==> config.mk <==
export PLATFORM = sky130hd
export DESIGN_NAME = flash_page_write_splitter_top
export DESIGN_NICKNAME = d
export VERILOG_FILES = /design/src/fpws_pkg.sv /design/src/fpws_chunk_unit.sv /design/src/flash_page_write_splitter_top.sv
export SDC_FILE = /design/constraint.sdc
export NUM_CORES = 1
export LEC_CHECK = 0
export ABC_AREA = 1
export BUFFER_PORTS_ARGS = -buffer_cell sky130_fd_sc_hd__clkbuf_2
export CORE_UTILIZATION = 55
export DETAILED_ROUTE_END_ITERATION = 16
export GPL_TIMING_DRIVEN = 0
export PLACE_DENSITY = 0.76
export RECOVER_POWER = 25
export SETUP_SLACK_MARGIN = 0.4
export SLEW_MARGIN = 40
export SYNTH_ARGS = -nofsm -noshare
export SYNTH_HDL_FRONTEND = slang
export SYNTH_HIERARCHICAL = 1
export SYNTH_SLANG_ARGS = --single-unit
==> constraint.sdc <==
create_clock -name clock -period 7.4 [get_ports clock]
set_clock_uncertainty 0.1 [all_clocks]
set_input_delay 1.11 -clock clock [delete_from_list [all_inputs] [get_ports clock]]
set_output_delay 1.11 -clock clock [all_outputs]
set_load 0.02 [all_outputs]
==> src/fpws_pkg.sv <==
// ----------------------------------------------------------------------------
// Flash page write splitter package
// Shared widths, codes and types for the page write splitter.
// ----------------------------------------------------------------------------
package fpws_pkg;

   localparam int ADDR_W = 32;
   localparam int LEN_W  = 13;
   localparam int SRC_W  = 12;
   localparam int PAD_W  = 2;
   localparam int LG_W   = 4;

   localparam int LEN_LIMIT_W = 17;
   localparam logic [LEN_LIMIT_W-1:0] MAX_LENGTH = 17'd4096;

   localparam logic [LG_W-1:0] PAGE_LG_MIN   = 4'd8;
   localparam logic [LG_W-1:0] PAGE_LG_MAX   = 4'd12;
   localparam logic [LG_W-1:0] PAGE_LG_RESET = 4'd8;

   localparam logic [LEN_W-1:0] PAD_OP_LEN = 13'd2;

   typedef enum logic [PAD_W-1:0] {
      PAD_NONE  = 2'd0,
      PAD_LEAD  = 2'd1,
      PAD_TRAIL = 2'd2
   } pad_kind_type;

   typedef enum logic [3:0] {
      ST_IDLE  = 4'b0001,
      ST_LEAD  = 4'b0010,
      ST_BODY  = 4'b0100,
      ST_TRAIL = 4'b1000
   } seq_state_type;

   typedef struct packed {
      logic [ADDR_W-1:0] offset;
      logic [LEN_W-1:0]  remaining;
      logic [LG_W-1:0]   page_lg;
   } chunk_req_type;

endpackage

==> src/fpws_chunk_unit.sv <==
// ----------------------------------------------------------------------------
// Chunk unit
// Size of the next page-bounded program operation: bytes to the page end,
// limited by the bytes still to go.
// ----------------------------------------------------------------------------
module fpws_chunk_unit
   import fpws_pkg::*;
(
   input  chunk_req_type     chunk_req,
   output logic [LEN_W-1:0]  chunk_len
);

   logic [LG_W-1:0]  lg_clamped;
   logic [LEN_W-1:0] page_bytes;
   logic [LEN_W-1:0] page_off;
   logic [LEN_W-1:0] to_bound;

   always_comb begin
      if (chunk_req.page_lg < PAGE_LG_MIN) begin
         lg_clamped = PAGE_LG_MIN;
      end else if (chunk_req.page_lg > PAGE_LG_MAX) begin
         lg_clamped = PAGE_LG_MAX;
      end else begin
         lg_clamped = chunk_req.page_lg;
      end
      page_bytes = LEN_W'(1) << lg_clamped;
      page_off   = chunk_req.offset[LEN_W-1:0] & (page_bytes - LEN_W'(1));
      to_bound   = page_bytes - page_off;
      chunk_len  = (to_bound > chunk_req.remaining) ? chunk_req.remaining
                                                     : to_bound;
   end

endmodule

==> src/flash_page_write_splitter_top.sv <==
// ----------------------------------------------------------------------------
// Flash page write splitter
// Breaks one write request into page-bounded even program operations.
// ----------------------------------------------------------------------------
// One request transfer (start offset, byte count) yields its program operations
// in order, one per cycle while the result side takes them: an optional
// leading-pad op, page-bounded body ops, an optional trailing-pad op, the final
// one marked by rsp_tlast. A request yields up to 19 operations at the largest
// count and smallest page, paced by the single chunk unit that sizes each body
// op; req_tready is low until the last operation has been handed to the output
// register. A zero count yields nothing.
// ----------------------------------------------------------------------------
module flash_page_write_splitter_top
   import fpws_pkg::*;
(
   input  logic        clock,
   input  logic        reset,
   input  logic        csr_wr_en,
   input  logic [3:0]  csr_wr_data,   // page_size_log2
   input  logic        req_tvalid,
   output logic        req_tready,
   input  logic [47:0] req_tdata,     // start_offset[31:0], byte_count[44:32]
   output logic        rsp_tvalid,
   input  logic        rsp_tready,
   output logic [63:0] rsp_tdata,     // op_address[31:0], op_length[44:32],
                                      // source_index[56:45]
   output logic [1:0]  rsp_tuser,     // pad_kind[1:0]
   output logic        rsp_tlast
);

   seq_state_type     state_ff, state_in;
   logic [LG_W-1:0]   page_lg_ff;
   logic [ADDR_W-1:0] offs_ff, offs_in;
   logic [LEN_W-1:0]  rem_ff, rem_in;
   logic [LEN_W-1:0]  src_ff, src_in;
   logic              odd_end_ff, odd_end_in;

   logic              rsp_valid_ff;
   logic [ADDR_W-1:0] rsp_addr_ff, rsp_addr_in;
   logic [LEN_W-1:0]  rsp_len_ff, rsp_len_in;
   logic [SRC_W-1:0]  rsp_src_ff, rsp_src_in;
   pad_kind_type      rsp_pad_ff, rsp_pad_in;
   logic              rsp_last_ff, rsp_last_in;

   logic [ADDR_W-1:0] req_offset;
   logic [LEN_W-1:0]  req_count;
   logic [LEN_W-1:0]  count_clip;
   logic [LEN_W-1:0]  count_after_lead;
   logic              req_xfer;
   logic              advance;
   chunk_req_type     chunk_req;
   logic [LEN_W-1:0]  chunk_len;
   logic [LEN_W-1:0]  rem_after;

   assign req_offset = req_tdata[31:0];
   assign req_count  = req_tdata[44:32];
   assign req_tready = (state_ff == ST_IDLE);
   assign req_xfer   = req_tvalid && req_tready;
   assign advance    = (state_ff != ST_IDLE) && (!rsp_valid_ff || rsp_tready);

   always_comb begin
      if (LEN_LIMIT_W'(req_count) > MAX_LENGTH) begin
         count_clip = LEN_W'(MAX_LENGTH);
      end else begin
         count_clip = req_count;
      end
      count_after_lead = count_clip - LEN_W'(req_offset[0]);
   end

   assign chunk_req.offset    = offs_ff;
   assign chunk_req.remaining = rem_ff;
   assign chunk_req.page_lg   = page_lg_ff;

   fpws_chunk_unit u_chunk (
      .chunk_req (chunk_req),
      .chunk_len (chunk_len)
   );

   assign rem_after = rem_ff - chunk_len;

   always_comb begin
      state_in    = state_ff;
      offs_in     = offs_ff;
      rem_in      = rem_ff;
      src_in      = src_ff;
      odd_end_in  = odd_end_ff;
      rsp_addr_in = rsp_addr_ff;
      rsp_len_in  = rsp_len_ff;
      rsp_src_in  = rsp_src_ff;
      rsp_pad_in  = rsp_pad_ff;
      rsp_last_in = rsp_last_ff;
      case (state_ff)
         ST_IDLE: begin
            if (req_xfer && (count_clip != '0)) begin
               offs_in    = req_offset + ADDR_W'(req_offset[0]);
               src_in     = LEN_W'(req_offset[0]);
               odd_end_in = count_after_lead[0];
               rem_in     = {count_after_lead[LEN_W-1:1], 1'b0};
               if (req_offset[0]) begin
                  state_in = ST_LEAD;
               end else if (count_after_lead[LEN_W-1:1] != '0) begin
                  state_in = ST_BODY;
               end else begin
                  state_in = ST_TRAIL;
               end
            end
         end
         ST_LEAD: begin
            if (advance) begin
               rsp_addr_in = offs_ff - ADDR_W'(2);
               rsp_len_in  = PAD_OP_LEN;
               rsp_src_in  = '0;
               rsp_pad_in  = PAD_LEAD;
               rsp_last_in = (rem_ff == '0) && !odd_end_ff;
               if (rem_ff != '0) begin
                  state_in = ST_BODY;
               end else if (odd_end_ff) begin
                  state_in = ST_TRAIL;
               end else begin
                  state_in = ST_IDLE;
               end
            end
         end
         ST_BODY: begin
            if (advance) begin
               rsp_addr_in = offs_ff;
               rsp_len_in  = chunk_len;
               rsp_src_in  = src_ff[SRC_W-1:0];
               rsp_pad_in  = PAD_NONE;
               rsp_last_in = (rem_after == '0) && !odd_end_ff;
               offs_in     = offs_ff + ADDR_W'(chunk_len);
               src_in      = src_ff + chunk_len;
               rem_in      = rem_after;
               if (rem_after != '0) begin
                  state_in = ST_BODY;
               end else if (odd_end_ff) begin
                  state_in = ST_TRAIL;
               end else begin
                  state_in = ST_IDLE;
               end
            end
         end
         ST_TRAIL: begin
            if (advance) begin
               rsp_addr_in = offs_ff;
               rsp_len_in  = PAD_OP_LEN;
               rsp_src_in  = src_ff[SRC_W-1:0];
               rsp_pad_in  = PAD_TRAIL;
               rsp_last_in = 1'b1;
               state_in    = ST_IDLE;
            end
         end
         default: begin
            state_in = ST_IDLE;
         end
      endcase
   end

   always_ff @(posedge clock) begin
      if (reset) begin
         state_ff     <= ST_IDLE;
         page_lg_ff   <= PAGE_LG_RESET;
         rsp_valid_ff <= 1'b0;
      end else begin
         state_ff <= state_in;
         if (csr_wr_en) begin
            page_lg_ff <= csr_wr_data;
         end
         if (advance) begin
            rsp_valid_ff <= 1'b1;
         end else if (rsp_tready) begin
            rsp_valid_ff <= 1'b0;
         end
      end
   end

   always_ff @(posedge clock) begin
      offs_ff     <= offs_in;
      rem_ff      <= rem_in;
      src_ff      <= src_in;
      odd_end_ff  <= odd_end_in;
      rsp_addr_ff <= rsp_addr_in;
      rsp_len_ff  <= rsp_len_in;
      rsp_src_ff  <= rsp_src_in;
      rsp_pad_ff  <= rsp_pad_in;
      rsp_last_ff <= rsp_last_in;
   end

   assign rsp_tvalid = rsp_valid_ff;
   assign rsp_tdata  = {7'd0, rsp_src_ff, rsp_len_ff, rsp_addr_ff};
   assign rsp_tuser  = rsp_pad_ff;
   assign rsp_tlast  = rsp_last_ff;

   // padded ops are always two bytes
   a_pad_len : assert property (@(posedge clock) disable iff (reset)
      rsp_tvalid && (rsp_pad_ff != PAD_NONE) |-> rsp_len_ff == PAD_OP_LEN)
      else $error("padded op length not two");

   // trailing pad closes the request
   a_trail_last : assert property (@(posedge clock) disable iff (reset)
      rsp_tvalid && (rsp_pad_ff == PAD_TRAIL) |-> rsp_last_ff)
      else $error("trailing pad op not last");

   // body ops are even in address and length
   a_body_even : assert property (@(posedge clock) disable iff (reset)
      rsp_tvalid && (rsp_pad_ff == PAD_NONE) |-> !rsp_addr_ff[0] && !rsp_len_ff[0]
         && (rsp_len_ff != '0))
      else $error("odd or empty body op");

   // no request is taken while operations are still being produced
   a_busy_block : assert property (@(posedge clock) disable iff (reset)
      (state_ff != ST_IDLE) |-> !req_tready && !(rsp_valid_ff && rsp_last_ff && !rsp_tready
         && advance))
      else $error("request overlap");

endmodule

== After elaboration in Yosys (flattened, before gate mapping) ==
Index checks and enable logic that the tools add are counted.

* Logic and storage cells: 106
* Register bits: 128

* Reduce and logical (&&, ||, !) cells: 27
* Add/sub/neg operators: 8
* Shift operators: 1
* Equal/unequal tests: 11
* Magnitude comparators: 4
* Bitwise operators: 1
* Multiplexer cells: 42

{| class="wikitable"
|+ Operators with widths
! kind !! number
|-
| 32-bit two-way mux || 4
|-
| 32-bit case mux with 2 select lines || 2
|-
| 13-bit two-way mux || 8
|-
| 13-bit case mux with 2 select lines || 3
|-
| 4-bit two-way mux || 11
|-
| 13-bit nonzero test || 3
|-
| 32-bit by 1-bit adder with 32-bit output || 1
|-
| 32-bit by 13-bit adder with 32-bit output || 1
|-
| 32-bit by 2-bit subtractor with 32-bit output, second input constant || 1
|-
| 13-bit zero test || 2
|-
| 13-bit subtractor || 2
|-
| 12-bit two-way mux || 2
|-
| 12-bit case mux with 2 select lines || 1
|-
| 4-bit case mux with 4 select lines || 1
|-
| 13-bit adder || 1
|-
| 13-bit AND || 1
|-
| 13-bit greater-than comparator || 1
|-
| 13-bit greater-than comparator, second input constant || 1
|-
| 1-bit by 4-bit << shifter with 13-bit output, first input constant || 1
|-
| 13-bit by 1-bit subtractor with 13-bit output || 1
|-
| 13-bit by 1-bit subtractor with 13-bit output, second input constant || 1
|-
| 12-bit nonzero test || 1
|-
| 3-bit AND reduction || 3
|-
| 4-bit AND reduction || 2
|-
| 20 further kinds || 39
|}

== Depth between registers and ports, before layout ==
* Word-level depth: 14
* Depth in mapped cells: 43

== Modules after synthesis ==
Netlist, hierarchy kept.

{| class="wikitable"
|+ Modules (own cells, without submodules)
! module !! times used !! seq. area each (µm²) !! cells an instance !! area an instance (µm²)
|-
| flash_page_write_splitter_top || 1 || 3723.6 || 1120 || 8952.3
|-
| fpws_chunk_unit || 1 || 0.0 || 178 || 1052.3
|}

== Least setup slack after synthesis ==
Ideal clock, no wire load.

* Path type: input port to flip-flop
* Start point: in rsp_tready
* End point: reg offs_ff[0] (enable)
* Stages on the path: 6
* Required time: 6.749 ns
* Arrival time: 5.444 ns
* Slack: 1.306 ns
* Library setup time: 0.551 ns
* Path through: inv_1 nand2_1 inv_1 nor2_1 inv_1 o21ai_0

* Word-level cells in the longest chain between the ends: 4

{| class="wikitable"
|+ Ends and longest elaborated chain
! what !! RTL line !! source
|-
| start, declared || flash_page_write_splitter_top.sv:24 || <nowiki>input logic rsp_tready,</nowiki>
|-
| 1-bit logical OR || flash_page_write_splitter_top.sv:59 || <nowiki>assign advance = (state_ff != ST_IDLE) && (!rsp_valid_ff || rsp_tready);</nowiki>
|-
| 1-bit logical AND || flash_page_write_splitter_top.sv:59 ||
|-
| 2-bit inequality test (no source line) || -- ||
|-
| 3-bit AND reduction (no source line) || -- ||
|-
| end signal, assigned || flash_page_write_splitter_top.sv:178 || <nowiki>offs_ff <= offs_in;</nowiki>
|-
| end, declared || flash_page_write_splitter_top.sv:33 || <nowiki>logic [ADDR_W-1:0] offs_ff, offs_in;</nowiki>
|}

No other way between the ends.
A chain may end at the register's enable or synchronous reset.

== Worst setup path in the final report ==
* Start point: reg page_lg_ff[3]
* End point: reg offs_ff[20], data pin

* Word-level cells in the longest chain between the ends: 12

{| class="wikitable"
|+ Ends and longest elaborated chain
! what !! RTL line !! source
|-
| start, declared || flash_page_write_splitter_top.sv:32 || <nowiki>logic [LG_W-1:0] page_lg_ff;</nowiki>
|-
| start signal, assigned || flash_page_write_splitter_top.sv:167 || <nowiki>page_lg_ff <= csr_wr_data;</nowiki>
|-
| 4-bit greater-than comparator || fpws_chunk_unit.sv:21 || <nowiki>end else if (chunk_req.page_lg > PAGE_LG_MAX) begin</nowiki>
|-
| 4-bit two-way mux || fpws_chunk_unit.sv:21 ||
|-
| 4-bit two-way mux (*) || fpws_chunk_unit.sv:19 || <nowiki>if (chunk_req.page_lg < PAGE_LG_MIN) begin</nowiki>
|-
| 1-bit by 4-bit << shifter with 13-bit output (*) || fpws_chunk_unit.sv:26 || <nowiki>page_bytes = LEN_W'(1) << lg_clamped;</nowiki>
|-
| 13-bit by 1-bit subtractor with 13-bit output || fpws_chunk_unit.sv:27 || <nowiki>page_off = chunk_req.offset[LEN_W-1:0] & (page_bytes - LEN_W'(1));</nowiki>
|-
| 13-bit AND || fpws_chunk_unit.sv:27 ||
|-
| 13-bit subtractor (*) || fpws_chunk_unit.sv:28 || <nowiki>to_bound = page_bytes - page_off;</nowiki>
|-
| 13-bit greater-than comparator || fpws_chunk_unit.sv:29 || <nowiki>chunk_len = (to_bound > chunk_req.remaining) ? chunk_req.remaining</nowiki>
|-
| 13-bit two-way mux (*) || fpws_chunk_unit.sv:29 ||
|-
| net chunk_len[0] || flash_page_write_splitter_top.sv:52 || <nowiki>logic [LEN_W-1:0] chunk_len;</nowiki>
|-
| 32-bit by 13-bit adder with 32-bit output (*) || flash_page_write_splitter_top.sv:131 || <nowiki>offs_in = offs_ff + ADDR_W'(chunk_len);</nowiki>
|-
| 32-bit two-way mux (*) || flash_page_write_splitter_top.sv:125 || <nowiki>if (advance) begin</nowiki>
|-
| 32-bit case mux with 2 select lines (*) || flash_page_write_splitter_top.sv:92 || <nowiki>case (state_ff)</nowiki>
|-
| net offs_in[20] || flash_page_write_splitter_top.sv:33 ||
|}

The timed path passes the listed nets; every way through them passes the cells marked *. The select of a mux whose other input is x is not followed.

==> metrics.md <==
| Metric | Value |
|---|---|
| Placer Congestion | 0.922 |
| Die ar. | 18,700 sq um |
| Period utilization | 80.5% |
| Post-synth EDFFs | 118 |
| CTS clk-pin slew, worst paths | 0.06 ns |
| Crit path launch type | flip-flop |
| Critical Path Max Stage Delay | 0.45 ns |
| Setup TNS | 0 ns |
| GRT Residual Overflow | 0 |
| Final hold vios | 0 |
| Sequential Area | 3720 sq um |
| Area share of the leading cell type in the synthesized netlist | 35.4% |
| Hold_sp | page_lg_ff[1]$_SDFFE_PP0P_ |
| Clk buf depth | 2 |
| Clk root buf | clkbuf_16 |
| Ys flop type | edfxtp_1 |
| PostCTS Resize Cnt | 0 |
| Worst IR drop on VDD | 0.192 mV |
| Syn-to-layout area delta | 14.5% |
| HP Class | flip-flop to flip-flop |
| Power Dens Cells | 369 nW/um^2 |
| Antenna Violating Nets Remaining | 0 |
| Core Util, Final | 65.3% |
| Clk sinks | 127 |
| Relative slew slack | 45.3% |
| Drt via density | 5.53 |
| Port bufs | 115 |
| Dpl cells | 1,649 |
| Post-Layout Cell Count | 1,681 |
| Initial DRC Count | 966 |
| Endpoints failing setup | 0 |
| Buf+Inv Stages, Crit Path | 6 |
| Register area share after synthesis | 37.2% |
| Slew Limit Fails | 0 |
| Slowest-stage cell, CP | dfxtp_1 |
| Max-cap viol count | 0 |
| Family with the most delay on the worst path | compound AO/OA/AOI/OAI gates |
| Fin crit period | 5.96 ns |
| Wirelength per Cell | 15.8 um |
| Cell taking the most area after synthesis | edfxtp_1 |
| H-tree depth | 4 |
| Pre-CTS setup slack | 1.61 ns |
| Synth top area cells | edfxtp_1, nand2_1, ha_1 |
| Proportion of layout cells with a drive suffix above 1 | 12.6% |
| Total Routed Length | 26.6 mm |
| Critical setup path kind | flip-flop to flip-flop |
| Async S/R FF share, synth | 0% |
| Initial antenna violation count | 0 |
| Unique masters post-synth | 56 |
| Cells after Synth | 1,298 |
| Hold buffers post-CTS | 0 |
| Crit Path Max Fanout | 10 |
| CP Capture Type | flip-flop |
| Number of buffers created by CTS | 17 |
| Vias in the first global route | 8,187 |
| Die width | 137 um |
| Syn Area/Cell | 7.71 sq um |
| HPWL after detailed placement | 20.8 mm |
| Synth top cells by count | nand2_1, inv_1, nor2_1 |
| Synth warn | 6 |
| Status | finished, final reports clean |
| Row cnt | 48 |
| Starting Density | 57.0% |
| Via Count | 9,296 |
| Boundary pin count | 126 |
| CP required | 7.47 ns |
| Maximum clock rate | 168 MHz |
| Most common cell in the netlist | nand2_1 |
| RSZ-0062 raised after global routing | false |
| First-pass GRT wire length | 41.5 mm |
| Post-CTS setup buffers | 0 |
| Area of the multi-input gates | 5370 sq um |
| Worst reg2reg setup slack | 1.44 ns |
| Crit path DAT | 6.03 ns |
| Reg-to-Reg Start | page_lg_ff[3]$_SDFFE_PP1P_ |
| NumNets Final | 1,561 |
| Die span in y | 137 um |
| GRT Util Overall | 29.3% |
| DR pass1 iterations | 9 |
| Post-route DRC | 0 |
| CTS tree | done |
| Number of synthesized register bits | 127 |
| Pleak | 0.00520 uW |
| Ant. Diodes | 0 |
| Netlist Area Pre-Place | 10,000 sq um |
| Worst skew pair latency | 0.43 ns |
| Core Area | 17,500 sq um |
| Worst-Margin Slew | 0.814 ns |
| Fillers | 1,550 |
| Critical Path Source | page_lg_ff[3]$_SDFFE_PP1P_ |
| Final Worst Setup Slack | 1.44 ns |
| Largest net degree at the start of global routing | 32 |
[worst register-to-register path, delay by kind of cell (launching register included)]
kind            cells  cell delay [ns]
simple gates       14             1.45
fa+ha+maj           4             1.29
compound gates      9             1.79
flops               1             0.45
buf+inv             6             0.61
[final cells by class]
class / count / area share, %
multi-input combinational: 958 / 46.9
sequential: 127 / 32.5
inverter: 190 / 6.27
timing repair buffer: 119 / 5.21
clock buffer: 19 / 3.78
tap: 225 / 2.46
buffer: 30 / 1.44
clock inverter: 13 / 1.43
[cell families after synthesis]
group,after synthesis,share of synthesized area [%]
AOI/OAI and AO/OA,206,11.4
xor gates and xnor gates,64,5.60
adders and majority gates,61,7.85
buffers and inverters,220,8.80
DFF,127,37.2
muxes,1,0.100
other,3,0.113
and+or+nand+nor,616,28.9
[layer usage]
layer	part of all wire (%)	up-vias	track usage [%]	routed length, um
met5	0	-	0	0
li1	-	4618	-	-
met1	46	4233	43.3	12300
met3	9.0	33	5.26	2390
met4	1.5	0	7.57	401
met2	43	412	44.1	11500
[layout by cell type, fill, tap and decap left out, drive strengths merged, types with 3 or more instances in the layout]
master,synthesis,layout
inv,190,192
xnor2,21,21
a31oi,7,7
nand2,300,300
bufinv,0,3
clkinv,0,4
o21ai,111,111
xor2,43,43
clkinvlp,0,4
ha,58,58
nand4,25,25
dfxtp,9,9
conb,3,10
o21bai,6,6
nor2,144,144
edfxtp,118,118
nor4,12,12
nor3,34,34
clkbuf,14,148
fa,3,3
o31ai,6,6
nand3,93,93
a21oi,67,67
buf,16,20
[state kept, by name, summed over array words and instances, names as in the netlist, 4 cells and up]
signal / count
offs_ff: 32
rsp_addr_ff: 32
rem_ff: 13
rsp_len_ff: 13
rsp_src_ff: 12
src_ff: 12
page_lg_ff: 4
state_ff: 4
[stage by stage]
step	area (sq um)	hold WS [ns]	power, uW
after floorplan	10000	0.400	2740
after global placement	10900	0.442	3280
final	11500	0.459	4230
after detailed placement	11000	0.455	3310
after CTS	11600	0.461	4200
after global routing	11500	0.496	4520
[power breakdown]
part           internal [uW]  total [uW]  switching (uW)
clock network            530         865             335
logic                    749        2250            1500
registers                982        1120             135
total                   2260        4230            1970
[worst paths after layout]
kind                                                   end  depth (start not counted)
worst max-delay path                 offs_ff[20]$_DFFE_PP_                         33
worst min-delay path            page_lg_ff[1]$_SDFFE_PP0P_                          2
worst max register to register       offs_ff[20]$_DFFE_PP_                         33
worst min register to register  page_lg_ff[1]$_SDFFE_PP0P_                          2
Power figures use the tool's default switching activity.
